==> src/sv/tws_pkg.sv <==
// ----------------------------------------------------------------------------
// tws_pkg
// Shared constants and types for the track word stream validator.
// ----------------------------------------------------------------------------
package tws_pkg;

  localparam int COUNT_BITS = 16;
  localparam int CNT_W      = COUNT_BITS;
  localparam int DECL_W     = 15;
  localparam int CMP_W      = (CNT_W > DECL_W) ? CNT_W : DECL_W;
  localparam int SAT_W      = (CNT_W > 16) ? CNT_W : 16;
  localparam int SCORE_W    = CNT_W + 3;
  localparam int NREAD      = 4;

  localparam logic [1:0] PH_HEADER = 2'd0;
  localparam logic [1:0] PH_MARKER = 2'd1;
  localparam logic [1:0] PH_TIME   = 2'd2;
  localparam logic [1:0] PH_VALUE  = 2'd3;

  localparam logic signed [15:0] W_AMP_MARK  = -16'sd1;
  localparam logic signed [15:0] W_FREQ_MARK = -16'sd2;
  localparam logic signed [15:0] W_TRACK_END = 16'sd32767;

  localparam logic [SCORE_W-1:0] HDR_BONUS = SCORE_W'(20);

  // verdict of one reading, valid on the cycle an item is processed
  typedef struct packed {
    logic             ok;
    logic [CNT_W-1:0] amp;
  } rd_status_t;

  typedef struct packed {
    logic        valid_res;
    logic        big_endian;
    logic        has_header;
    logic [15:0] partial_pairs;
  } verdict_t;

endpackage

==> src/sv/track_word_stream_validator.sv <==
// ----------------------------------------------------------------------------
// track_word_stream_validator
// Checks a word stream against four byte-order/header readings at once.
// ----------------------------------------------------------------------------
// Usage:
//   Slave channel s_*: one 16-bit word per item, two bytes in file order,
//   s_tlast marks the final word of a stream. Master channel m_*: one
//   verdict item per stream, sent only for the last word.
//   An item is registered on input, then the four readers and the picker
//   update together; a verdict appears on m_tvalid once its last word has
//   passed the input register and been stored in the output register.
//   Throughput is one word per cycle; the only stall comes from a verdict
//   still held in the output register when the next last word is ready.
//   Non-last words never wait on the master side.
//   After the last word all reader state returns to its start, so the next
//   word opens a new stream. rst (synchronous) empties both registers and
//   restarts all readers.
// ----------------------------------------------------------------------------
module track_word_stream_validator import tws_pkg::*; (
  input  logic        clk,
  input  logic        rst,
  input  logic        s_tvalid,
  output logic        s_tready,
  input  logic [15:0] s_tdata,   // [7:0] first_byte, [15:8] second_byte
  input  logic        s_tlast,   // last_word
  output logic        m_tvalid,
  input  logic        m_tready,
  output logic [23:0] m_tdata    // [0] valid_res, [1] big_endian, [2] has_header,
                                 // [18:3] partial_pairs, [23:19] zero
);

  logic        in_valid;
  logic [15:0] in_data;
  logic        in_last;
  logic        process;
  logic [1:0]  words_seen, words_seen_next;
  logic signed [15:0] wle, wbe;
  rd_status_t  st [NREAD];
  verdict_t    verdict;
  logic        out_valid;
  verdict_t    out_data;

  assign process  = in_valid && (!in_last || !out_valid || m_tready);
  assign s_tready = !in_valid || process;

  always_ff @(posedge clk) begin
    if (rst) begin
      in_valid <= 1'b0;
    end else if (s_tready) begin
      in_valid <= s_tvalid;
    end
  end

  always_ff @(posedge clk) begin
    if (s_tready && s_tvalid) begin
      in_data <= s_tdata;
      in_last <= s_tlast;
    end
  end

  assign wle = in_data;
  assign wbe = {in_data[7:0], in_data[15:8]};
  assign words_seen_next = (words_seen == 2'd3) ? words_seen : words_seen + 2'd1;

  always_ff @(posedge clk) begin
    if (rst) begin
      words_seen <= '0;
    end else if (process) begin
      words_seen <= in_last ? 2'd0 : words_seen_next;
    end
  end

  // reading order: LE header, LE plain, BE header, BE plain
  tws_reader u_rd0 (.clk, .rst, .en(process), .word(wle), .last(in_last), .hdr(1'b1),
                    .len_ok(words_seen_next[1]), .status(st[0]));
  tws_reader u_rd1 (.clk, .rst, .en(process), .word(wle), .last(in_last), .hdr(1'b0),
                    .len_ok(words_seen_next[1]), .status(st[1]));
  tws_reader u_rd2 (.clk, .rst, .en(process), .word(wbe), .last(in_last), .hdr(1'b1),
                    .len_ok(words_seen_next[1]), .status(st[2]));
  tws_reader u_rd3 (.clk, .rst, .en(process), .word(wbe), .last(in_last), .hdr(1'b0),
                    .len_ok(words_seen_next[1]), .status(st[3]));

  tws_pick u_pick (.st(st), .verdict(verdict));

  always_ff @(posedge clk) begin
    if (rst) begin
      out_valid <= 1'b0;
    end else if (process && in_last) begin
      out_valid <= 1'b1;
    end else if (m_tready) begin
      out_valid <= 1'b0;
    end
  end

  always_ff @(posedge clk) begin
    if (process && in_last) begin
      out_data <= verdict;
    end
  end

  assign m_tvalid = out_valid;
  assign m_tdata  = {5'd0, out_data.partial_pairs, out_data.has_header,
                     out_data.big_endian, out_data.valid_res};

endmodule

==> src/sv/tws_reader.sv <==
// ----------------------------------------------------------------------------
// tws_reader
// One candidate reading: track grammar state machine and track counters.
// ----------------------------------------------------------------------------
module tws_reader import tws_pkg::*; (
  input  logic               clk,
  input  logic               rst,
  input  logic               en,        // item processed this cycle
  input  logic signed [15:0] word,
  input  logic               last,
  input  logic               hdr,       // reading expects a header word
  input  logic               len_ok,    // stream has at least two words
  output rd_status_t         status
);

  logic [1:0]        phase, phase_next;
  logic [14:0]       prev_time, prev_time_next;
  logic              track_has_point, track_has_point_next;
  logic [CNT_W-1:0]  amp_tracks, amp_tracks_next;
  logic [CNT_W-1:0]  freq_tracks, freq_tracks_next;
  logic [DECL_W-1:0] declared_count, declared_count_next;
  logic              failed, failed_next;

  always_comb begin
    phase_next           = phase;
    prev_time_next       = prev_time;
    track_has_point_next = track_has_point;
    amp_tracks_next      = amp_tracks;
    freq_tracks_next     = freq_tracks;
    declared_count_next  = declared_count;
    failed_next          = failed;
    if (!failed) begin
      case (phase)
        PH_HEADER: begin
          if (word[15] || word == 16'sd0 || word == W_TRACK_END) begin
            failed_next = 1'b1;
          end else begin
            declared_count_next = word[DECL_W-1:0];
            phase_next          = PH_MARKER;
          end
        end
        PH_MARKER: begin
          if (word == W_AMP_MARK || word == W_FREQ_MARK) begin
            if (word == W_AMP_MARK) begin
              if (amp_tracks != '1) amp_tracks_next = amp_tracks + CNT_W'(1);
            end else begin
              if (freq_tracks != '1) freq_tracks_next = freq_tracks + CNT_W'(1);
            end
            track_has_point_next = 1'b0;
            prev_time_next       = '0;
            phase_next           = PH_TIME;
          end else begin
            failed_next = 1'b1;
          end
        end
        PH_TIME: begin
          if (word == W_TRACK_END) begin
            if (!track_has_point) failed_next = 1'b1;
            else phase_next = PH_MARKER;
          end else if (word[15]) begin
            failed_next = 1'b1;
          end else if (track_has_point && word[14:0] < prev_time) begin
            failed_next = 1'b1;
          end else begin
            prev_time_next = word[14:0];
            phase_next     = PH_VALUE;
          end
        end
        default: begin
          if (word[15]) begin
            failed_next = 1'b1;
          end else begin
            track_has_point_next = 1'b1;
            phase_next           = PH_TIME;
          end
        end
      endcase
    end
  end

  always_comb begin
    status.ok  = !failed_next && phase_next == PH_MARKER && len_ok &&
                 amp_tracks_next == freq_tracks_next && amp_tracks_next != '0 &&
                 (!hdr || CMP_W'(declared_count_next) == CMP_W'(amp_tracks_next));
    status.amp = amp_tracks_next;
  end

  always_ff @(posedge clk) begin
    if (rst || (en && last)) begin
      phase           <= hdr ? PH_HEADER : PH_MARKER;
      prev_time       <= '0;
      track_has_point <= 1'b0;
      amp_tracks      <= '0;
      freq_tracks     <= '0;
      declared_count  <= '0;
      failed          <= 1'b0;
    end else if (en) begin
      phase           <= phase_next;
      prev_time       <= prev_time_next;
      track_has_point <= track_has_point_next;
      amp_tracks      <= amp_tracks_next;
      freq_tracks     <= freq_tracks_next;
      declared_count  <= declared_count_next;
      failed          <= failed_next;
    end
  end

endmodule

==> src/sv/tws_pick.sv <==
// ----------------------------------------------------------------------------
// tws_pick
// Chooses the best-scoring accepting reading; earlier readings win ties.
// ----------------------------------------------------------------------------
module tws_pick import tws_pkg::*; (
  input  rd_status_t st [NREAD],
  output verdict_t   verdict
);

  logic [SCORE_W-1:0] score     [NREAD];
  logic [SCORE_W-1:0] best_score;
  logic [1:0]         best;
  logic               found;
  logic [SAT_W-1:0]   amp_ext;

  always_comb begin
    // common base of 100 dropped; readings 0 and 2 carry a header
    for (int r = 0; r < NREAD; r++) begin
      score[r] = {1'b0, st[r].amp, 2'b00} + (((r & 1) == 0) ? HDR_BONUS : '0);
    end
    found      = 1'b0;
    best       = '0;
    best_score = '0;
    for (int r = 0; r < NREAD; r++) begin
      if (st[r].ok && (!found || score[r] > best_score)) begin
        found      = 1'b1;
        best       = r[1:0];
        best_score = score[r];
      end
    end
    amp_ext = SAT_W'(st[best].amp);
    verdict.valid_res     = found;
    verdict.big_endian    = found & best[1];
    verdict.has_header    = found & ~best[0];
    verdict.partial_pairs = !found ? 16'd0 :
                            (amp_ext > SAT_W'(17'h0FFFF)) ? 16'hFFFF : amp_ext[15:0];
  end

endmodule
==> config.mk <==
export PLATFORM = sky130hd
export DESIGN_NAME = track_word_stream_validator
export DESIGN_NICKNAME = d
export VERILOG_FILES = /design/src/sv/tws_pkg.sv /design/src/sv/track_word_stream_validator.sv /design/src/sv/tws_reader.sv /design/src/sv/tws_pick.sv
export SDC_FILE = /design/constraint.sdc
export NUM_CORES = 1
export LEC_CHECK = 0
export ABC_CLOCK_PERIOD_IN_PS = 16400
export BUFFER_PORTS_ARGS = -buffer_cell sky130_fd_sc_hd__clkbuf_2
export CORE_MARGIN = 10
export CORE_UTILIZATION = 40
export CTS_CLUSTER_SIZE = 30
export DETAILED_ROUTE_END_ITERATION = 8
export HOLD_SLACK_MARGIN = 0.15
export PLACE_DENSITY = 0.6
export SKIP_LAST_GASP = 1
export SYNTH_ARGS = -nofsm -noshare
export SYNTH_HDL_FRONTEND = slang
export SYNTH_SLANG_ARGS = --single-unit
==> constraint.sdc <==
create_clock -name clk -period 16.4 [get_ports clk]
set_input_delay 1.64 -clock clk [delete_from_list [all_inputs] [get_ports clk]]
set_output_delay 1.64 -clock clk [all_outputs]
set_load 0.02 [all_outputs]
# Yosys cells after proc, flatten, opt, wreduce, memory -nomap -nowiden

Index checks and enable logic that the tools add are counted.

Bits of input ports: 21
Output and inout port bits: 26
Bits in registers: 274

Equal/unequal tests: 54
$lt $le $gt $ge: 9
Add/sub/neg operators: 11
Multiplexer cells: 156
Bitwise gates (word level): 12
Reduce and logical (&&, ||, !) cells: 79

Operator list:

| kind                  | count |
|---|---|
| $mux 16               | 43 |
| $mux 15               | 20 |
| $add 16x1->16 const B | 8 |
| $ne 16x16->1 const B  | 8 |
| $pmux 15 s2           | 4 |
| $mux 2                | 36 |
| $eq 16x16->1          | 4 |
| $reduce_bool 16->1    | 4 |
| $lt 15x15->1          | 4 |
| $mux 19               | 3 |
| $add 18x5->19 const B | 2 |
| $gt 18x19->1          | 2 |
| $mux 1                | 37 |
| $bmux 17 s2           | 1 |
| $eq 15x16->1          | 2 |
| $eq 16x1->1 const B   | 2 |
| $eq 16x16->1 const B  | 2 |
| $eq 16x2->1 const B   | 2 |
| $logic_not 16->1      | 2 |
| $ne 2x2->1 const B    | 15 |
| $logic_and 1x1->1     | 28 |
| $reduce_and 7->1      | 4 |
| $pmux 2 s3            | 4 |
| $reduce_and 5->1      | 4 |
| other kinds (18)      | 80 |

# Longest topological paths before layout

Gate-level depths: netlist of the first run.

Depth in word-level cells: 32
Depth in mapped cells: 55

# Hierarchy

From an unflattened synthesis of the first run, not the netlist that was laid out.

Cells, all modules: 2,930
Area, all modules: 23,252.3 µm²

By module, submodules not included:

| module                      | cells each | area each (µm²) | instances |
|---|---|---|---|
| tws_reader (u_rd0 ...)      | 613        | 4,834.6         | 2 |
| tws_reader (u_rd3)          | 628        | 4,789.6         | 1 |
| tws_reader (u_rd2)          | 626        | 4,769.6         | 1 |
| tws_pick                    | 381        | 2,692.6         | 1 |
| track_word_stream_validator | 69         | 1,331.3         | 1 |

# Worst setup path before layout of the first run

OpenSTA, ideal clock, no wires.

Path kind: flip-flop to flip-flop
Start: register in_data[9]
End: register out_data, in the netlist m_tdata[17], data pin
Period minus slack after synthesis: 10,025 ps
Data required time: 16,143 ps
Setup slack: 6,375 ps
Data arrival time: 9,768 ps
Path buffers: 6
Cell stages (with the launch flop): 52
Cells stage by stage: edfxtp_1 > buf_2 > nand4_1 > or3_1 > clkbuf_1 > a2111o_1 > or3_1 > a211oi_2 > o2111ai_1 > a21o_1 > nor4_2 > clkbuf_1 > nand2_1 > ha_1 > a21o_1 > a21o_1 > a21o_1 > a21oi_1 > [... 16 more ...] > clkbuf_1 > nand2_1 > o21ai_0 > ha_1 > nor2b_1 > o21a_1 > o21a_1 > o21a_1 > o21a_1 > o2111ai_1 > a21oi_1 > o21a_1 > a31oi_2 > or3_1 > buf_2 > buf_6 > nand2_1 > a32o_1

Cells in the longest elaborated chain, start to end: 32
Elaborated cells between the ends (all ways): 178

RTL lines:

| item                                                 | line                              | RTL |
|---|---|---|
| start, declared                                      | track_word_stream_validator.sv:33 | `logic [15:0] in_data;` |
| start signal, assigned                               | track_word_stream_validator.sv:56 | `in_data <= s_tdata;` |
| $lt 15x15->1                                         | tws_reader.sv:62                  | `end else if (track_has_point && word[14:0] < prev_time) begin` |
| $logic_and 1x1->1                                    | tws_reader.sv:62                  |  |
| $mux 2 / $mux 1 (equally long branches)              | tws_reader.sv:62                  |  |
| $mux 2 / $mux 1 (equally long branches)              | tws_reader.sv:60                  | `end else if (word[15]) begin` |
| $mux 2 / $mux 1 (equally long branches)              | tws_reader.sv:57                  | `if (word == W_TRACK_END) begin` |
| $pmux 2 s3 / $pmux 1 s3 (equally long branches)      | tws_reader.sv:33                  | `case (phase)` |
| $mux 2 / $mux 1 (equally long branches)              | tws_reader.sv:32                  | `if (!failed) begin` |
| $eq 2x1->1 / $logic_not 1->1 (equally long branches) | tws_reader.sv:82                  | `status.ok = !failed_next && phase_next == PH_MARKER && len_ok &&` |
| [... 15 more ...]                                    | n/a                               |  |
| $logic_or 1x1->1                                     | tws_pick.sv:25                    | `if (st[r].ok && (!found \|\| score[r] > best_score)) begin` |
| $logic_and 1x1->1                                    | tws_pick.sv:25                    |  |
| $mux 2                                               | tws_pick.sv:25                    |  |
| $not 2->3 (implied by the code)                      | tws_pick.sv:31                    | `amp_ext = SAT_W'(st[best].amp);` |
| $bmux 17 s2                                          | tws_pick.sv:31                    |  |
| $mux 16 (implied by the code) (2 in a row)           | tws_pick.sv:31                    |  |
| $gt 16x16->1                                         | tws_pick.sv:36                    | `(amp_ext > SAT_W'(17'h0FFFF)) ? 16'hFFFF : amp_ext[15:0];` |
| $mux 16                                              | tws_pick.sv:36                    |  |
| end signal, assigned                                 | track_word_stream_validator.sv:97 | `out_data <= verdict;` |
| end, declared                                        | track_word_stream_validator.sv:41 | `verdict_t out_data;` |

Parallel ways exist; a longest one is shown, timed or not. The select of a mux whose other input is x is not followed.
A chain may end at the register's enable or synchronous reset.

# Worst setup path after layout of the first run

Start: register in_data[12]
End: register out_data, in the netlist m_tdata[17], data pin

Same word-level chain as after synthesis.

==> impl_metrics.csv, run 1 <==
group,metric,value,unit
run_status,status,"finished clean",
setup_path,critPathArrivalTime,13390,ps
clock_tree,root_buffer,"clkbuf_16",
placement,dpl_cell_area,0.02152,mm²
floorplan,core-area,0.05141,mm²
global_routing,grtUsageMet3,3.085,%
logic_synthesis,syn_avg_cell_area,7.679,µm²
logic_synthesis,synth_area_leader_cell,"dfxtp_1",
route,routed_wirelength,69910,µm
setup_path,crit_path_top_delay_cell,"o31ai_2",
worst_hold_path,hold_path.class,"reg -> reg",
sta,period_share,79.87,%
clock_tree,tritoncts,"yes",
sta,finalSetupViolCount,0,
route,antenna_left,0,
sta,rsz0062_at_grt,"no",
logic_synthesis,netlist_instances,2712,
global_routing,grt_first_pass_wirelength,108900,µm
sta,drv_slew,0,
setup_path,r2r_end,"m_tdata[17]",
clock_tree,cts_resized,0,
sta,min_period,13100,ps
power,power.density,75.36,mW/mm²
clock_tree,ctsHoldBuffers,0,
global_routing,use_met2,36.00,%
worst_hold_path,whs_path_depth,2,
sta,worst_pin_slew,1288,ps
layout,fin_area,0.02283,mm²
setup_path,start_kind,"flop",
clock_tree,postCtsSetupBuffers,0,
setup_path,path_class,"reg -> reg",
logic_synthesis,ys_seq_elements,274,
layout,fin_nets,2795,
run,cap_violations,0,
placement,gp_congestion,0.9540,
setup_path,critical_path_peak_fanout,37,
floorplan,die_w,248.2,µm
global_routing,grt_util_all_layers,22.13,%
global_routing,grt_antenna_before_repair,0,
setup_path,cp_top_family,"compound AO/OA/AOI/OAI gates",
floorplan,pin_count,47,
power,p_comb_share,8.8,%
worst_hold_path,worstHoldStart,"u_rd2.prev_time[10]",
setup_path,crit_path_frequent_cell,"o21a_1",
sta,slew_headroom,13.01,%
route,drcViolationCount,0,
power,vdd_drop_max,94.68,µV
logic_synthesis,netlist_area,0.02083,mm²
route,drt_iter0_markers,1883,
setup_path,worst-r2r-setup-slack,3300,ps
placement,dp_hpwl,50870,µm
logic_synthesis,ys.warnings.count,0,
route,wl_per_cell,20.79,µm
floorplan,design.die.area,0.06159,mm²
logic_synthesis,synth_ff_type,"dfxtp_1",
power,p_seq_share,40.7,%
worst_hold_path,worstHoldEndpoint,"u_rd2.prev_time[10]",
layout,num-fill-cells,5129,
layout,regArea,0.005846,mm²
layout,diodes,0,
power,intPower,1.273,mW
global_routing,grt_start_max_net_pins,89,
clock_tree,clock_path_buffers,3,
setup_path,reg2reg_depth,44,
setup_path,max_stage_delay,920,ps
global_routing,top_usage_layer,"met2",
logic_synthesis,yosysSeqAreaShare,28.07,%
setup_path,r2r-start,"in_data[12]",
placement,portBuffers,41,
logic_synthesis,synth_edf_count,36,
layout,area_delta_synth_final,9.631,%
layout,drive_gt1_share,7.939,%
layout,mostFrequentLayoutCell,"nand2_1",
clock_tree,clkTransAtPathRegs,60,ps
logic_synthesis,synthDistinctLibCells,99,
layout,multi_input_area,0.01379,mm²
logic_synthesis,synth-async-reset-ratio,0,%
clock_tree,clk_latency,580,ps
setup_path,crit_required,16690,ps
clock_tree,htreeDepth,2,
setup_path,cp-end-kind,"flop",
global_routing,use_met1,30.11,%
floorplan,die_y,248.2,µm
route,dr.pass1.iters,5,
power,clock_power_share,50.5,%
logic_synthesis,synthTopCellsByArea,"dfxtp_1, ha_1, nand2_1",
layout,most-common-layout-cells,"nand2_1, dfxtp_1, nor2_1",
floorplan,start_util,40.51,%
sta,tns,0,ps
route,num_vias,20240,
global_routing,globalRoute.totalOverflow,0,
power,switchingPower,0.4478,mW
power,leakagePower,7.987,nW
power,swShare,26.03,%
sta,fmaxAchievable,0.07635,GHz
route,vias_per_cell,6.019,
global_routing,grt_pass1_vias,18960,
setup_path,cp_num_buf_inv,0,
floorplan,rows,83,
sta,final.setup_skew,35.38,ps
logic_synthesis,synth_top_area_share,22.88,%
sta,hold_viol_final,0,
clock_tree,cts-buffers-inserted,36,
clock_tree,cts.sinks,274,
[worst min-delay path, cell delays in order, from the launching register on]
cell	delay, ps
dfxtp_1	300
nand2_1	50
a21oi_1	50
[power groups by stage]
stage	registers, mW	logic [mW]	clock network, mW
after detailed placement	0.714	0.150	0
after floorplan	0.712	0.102	0
after global routing	0.701	0.166	0.916
final	0.700	0.152	0.869
after CTS	0.699	0.150	0.890
after global placement	0.714	0.148	0
[logic make-up (layout without fill, tap and decap cells)]
| family | after synthesis | after routing | synth area share [%] |
|---|---|---|---|
| mux | 91 | 91 | 4.470 |
| flops | 274 | 274 | 28.07 |
| fa+ha+maj | 117 | 117 | 7.029 |
| buf+inv | 309 | 276 | 5.942 |
| xor+xnor | 192 | 192 | 8.441 |
| simple gates | 1153 | 1153 | 28.27 |
| other cells | 2 | 6 | 0.03606 |
| compound gates | 574 | 574 | 17.75 |
[final cells by class]
| class | instances | share of cell area (%) |
|---|---|---|
| repair buffers | 90 | 2.510 |
| multi-input cells | 2133 | 60.41 |
| inverters | 122 | 2.006 |
| well taps | 680 | 3.726 |
| flip-flops and latches | 274 | 25.60 |
| clock inverters | 18 | 1.326 |
| clock buffers | 46 | 4.422 |
[state kept, by name (all words and copies together), names as in the netlist, 16 cells and up]
| signal | flops |
|---|---|
| u_rd1.freq_tracks | 16 |
| u_rd0.amp_tracks | 16 |
| u_rd3.amp_tracks | 16 |
| u_rd0.freq_tracks | 16 |
| u_rd2.amp_tracks | 16 |
| in_data | 16 |
| u_rd3.freq_tracks | 16 |
| u_rd2.freq_tracks | 16 |
| u_rd1.amp_tracks | 16 |
| m_tdata | 19 |
[Yosys cell counts, types with 11 or more instances]
| cell type | instances |
|---|---|
| xor2_1 | 66 |
| a21oi_1 | 216 |
| a211oi_1 | 26 |
| nand2b_1 | 25 |
| edfxtp_1 | 36 |
| mux2_2 | 16 |
| or3_1 | 53 |
| nor2_1 | 229 |
| mux2i_1 | 75 |
| or4_1 | 21 |
| dfxtp_1 | 238 |
| and4_1 | 27 |
| o31ai_1 | 11 |
| a21o_1 | 34 |
| nor3_1 | 74 |
| nand2_1 | 301 |
| and3_1 | 33 |
| buf_2 | 26 |
| nor4_1 | 69 |
| nand4_1 | 91 |
| o2111ai_1 | 23 |
| o21a_1 | 16 |
| xnor2_1 | 120 |
| or2_2 | 13 |
| a31oi_1 | 21 |
| ha_1 | 117 |
| nand3_1 | 131 |
| clkbuf_1 | 140 |
| and2_1 | 19 |
| buf_1 | 11 |
| o21ai_0 | 102 |
| o211ai_1 | 12 |
| inv_1 | 121 |
| nor2b_1 | 20 |
[routing by layer]
layer / vias up / part of all wire [%]
met1: 9743 / 46
met5: - / 0
met3: 105 / 6.2
met4: 0 / 2.4
met2: 678 / 45
li1: 9717 / -
[worst max path at each step]
| stage | slack (ps) | to | startpoint | cells after the start |
|---|---|---|---|---|
| finish | 3300 | m_tdata[17] | in_data[12] | 44 |
| global placement | 3710 | m_tdata[13] | in_data[12] | 44 |
| global route | 2300 | m_tdata[17] | in_data[12] | 44 |
| CTS | 3330 | m_tdata[17] | in_data[12] | 44 |
| floorplan | 6380 | m_tdata[17] | in_data[9] | 51 |
| detailed placement | 3380 | m_tdata[17] | in_data[12] | 44 |
[metrics by stage]
stage,total power [mW],instances,utilization [%],setup WS [ps],hold WS (ps)
finish,1.721,3363,44.42,3302,448.3
global route,1.782,3363,44.42,2296,464.2
CTS,1.740,3363,44.42,3327,451.5
detailed placement,0.8636,3299,41.86,3384,444.1
global placement,0.8616,3299,41.86,3708,438.1
floorplan,0.8139,2716,-,6375,431.9
(Power assumes the default switching activity.)
==> inputs of run 2 (changes only) <==
- ABC_CLOCK_PERIOD_IN_PS: 16400 -> 10500
- PLACE_DENSITY: 0.6 -> 0.62
- clock period: 16.4 -> 10.5 ns (I/O delays scaled with it)
==> run 2 against run 1 <==
Effect of this change:
- register-to-register slack got worse by 2800 ps
- combinational power rose by 66%
- largest power group unchanged
- sequential share of layout area fell by 1.1 points
- clock skew fell by 14 ps
- non-clock buffer count rose by 107
- core utilization rose by 2.0 points
- sequential power rose by 56%
- total power rose by 51%
- die area did not move
- first-iteration DRC count rose by 4.7%
- routed wire length rose by 3.4%
- critical endpoint is now m_tdata[16]
==> impl_metrics.csv, run 2 (synthesis results as in run 1) <==
group,metric,value,unit
route,antenna_left,0,
global_routing,grt_pass1_vias,19290,
clock_tree,cts-buffers-inserted,35,
placement,dp_hpwl,53360,µm
clock_tree,htreeDepth,2,
setup_path,path_class,"reg -> reg",
power,clock_power_share,48.2,%
route,vias_per_cell,6.034,
layout,diodes,0,
clock_tree,cts.sinks,274,
clock_tree,root_buffer,"clkbuf_16",
power,p_seq_share,42.1,%
route,routed_wirelength,72280,µm
worst_hold_path,hold_path.class,"reg -> reg",
power,leakagePower,8.501,nW
global_routing,grt_util_all_layers,22.61,%
layout,mostFrequentLayoutCell,"nand2_1",
setup_path,crit_path_frequent_cell,"o21a_1",
sta,finalSetupViolCount,0,
clock_tree,clock_path_buffers,3,
global_routing,grt_start_max_net_pins,177,
setup_path,start_kind,"flop",
power,p_comb_share,9.7,%
setup_path,reg2reg_depth,49,
clock_tree,clkTransAtPathRegs,60,ps
floorplan,die_y,248.2,µm
clock_tree,clk_latency,570,ps
setup_path,max_stage_delay,550,ps
floorplan,design.die.area,0.06159,mm²
sta,worst_pin_slew,1194,ps
sta,tns,0,ps
route,wl_per_cell,20.84,µm
setup_path,path_depth,49,
power,swShare,27.03,%
power,power.density,108.9,mW/mm²
sta,hold_viol_final,0,
floorplan,start_util,40.51,%
run_status,status,"finished clean",
layout,drive_gt1_share,12.80,%
placement,gp_congestion,0.9896,
layout,largest_reg_flops,19,
power,switchingPower,0.7024,mW
route,dr.pass1.iters,6,
sta,hold_ws,448.7,ps
global_routing,grt_antenna_before_repair,1,
sta,min_period,9990,ps
sta,period_share,95.14,%
route,drt_iter0_markers,1971,
setup_path,cp_top_family,"compound AO/OA/AOI/OAI gates",
floorplan,die_w,248.2,µm
sta,fmaxAchievable,0.1001,GHz
floorplan,rows,83,
power,intPower,1.896,mW
setup_path,critPathArrivalTime,10300,ps
global_routing,globalRoute.totalOverflow,0,
setup_path,crit_path_top_delay_cell,"edfxtp_1",
floorplan,core-area,0.05141,mm²
setup_path,cp_num_buf_inv,5,
route,drcViolationCount,0,
run,cap_violations,0,
sta,drv_slew,0,
worst_hold_path,whs_path_depth,2,
route,num_vias,20930,
setup_path,cp-end-kind,"flop",
setup_path,crit_required,10810,ps
layout,most-common-layout-cells,"nand2_1, dfxtp_1, nor2_1",
power,vdd_drop_max,121.8,µV
setup_path,critical_path_peak_fanout,18,
sta,slew_headroom,20.13,%
sta,final.setup_skew,21.19,ps
layout,fin_nets,2901,
clock_tree,tritoncts,"yes",
global_routing,grt_first_pass_wirelength,111000,µm
floorplan,pin_count,47,
placement,portBuffers,41,
layout,area_delta_synth_final,14.61,%
run 2: changes by cell type in the layout (fill, tap and decap cells not counted), moves of 4 or more:
cell,change
buf_4,+99
nor4_1,-14
nor4_2,+9
nor4_4,+5
buf_6,+4
bufinv_16,-4
run 2: tightest hold or removal path: cells and delay by family, from the launching register on:
| family | cells | cell delay, ps |
|---|---|---|
| AOI/OAI and AO/OA | 1 | 50 |
| DFF | 1 | 310 |
| and+or+nand+nor | 1 | 50 |
run 2: power by group through the flow:
stage / combinational, mW / clock, mW / sequential [mW]
CTS: 0.242 / 1.28 / 1.09
floorplan: 0.159 / 0 / 1.11
global route: 0.275 / 1.32 / 1.09
detailed placement: 0.241 / 0 / 1.11
finish: 0.252 / 1.25 / 1.09
global placement: 0.239 / 0 / 1.11
run 2: worst paths after layout:
check	from	end	slack (ps)
setup / recovery	in_data[3]	m_tdata[16]	510
hold / removal	u_rd3.prev_time[4]	u_rd3.prev_time[4]	450
setup reg to reg	in_data[3]	m_tdata[16]	510
hold reg to reg	u_rd3.prev_time[4]	u_rd3.prev_time[4]	450
run 2: per-stage QoR:
step	setup slack (ps)	total power, mW	area (µm²)	std cells	util (%)
6_report	510.0	2.598	23870	3469	46.43
5_1_grt	-37.24	2.690	23870	3469	46.43
4_1_cts	20.42	2.617	23240	3428	45.20
3_5_place_dp	-1.288	1.356	22040	3365	42.87
3_3_place_gp	51.50	1.353	22040	3365	42.87
2_1_floorplan	475.4	1.271	20840	2716	-
run 2: metal layers:
layer	routed length, µm	GRT usage, %	up-vias	part of all wire, %
met5	13	0	-	0.018
met4	2181	7.735	2	3.0
met3	5387	3.653	140	7.5
met2	33020	36.76	780	46
met1	31680	29.96	10090	44
li1	-	-	9923	-
run 2: cell type report:
class | instances | area [µm²]
Fill cell | 5162 | 27540
Sequential cell | 274 | 5849
Tap cell | 680 | 850.8
Clock inverter | 18 | 172.7
Timing Repair Buffer | 197 | 1426
Multi-Input combinational cell | 2133 | 14110
Clock buffer | 45 | 1005
Inverter | 122 | 457.9
run 2: what timing repair did:
action,4_1_cts,5_1_grt
endpoints found under the setup margin,8,18
pin swaps,0,20
gates cloned,0,1
endpoints found under the hold margin,0,0
buffers inserted,0,40
hold buffers,0,0
resized for setup,2,60
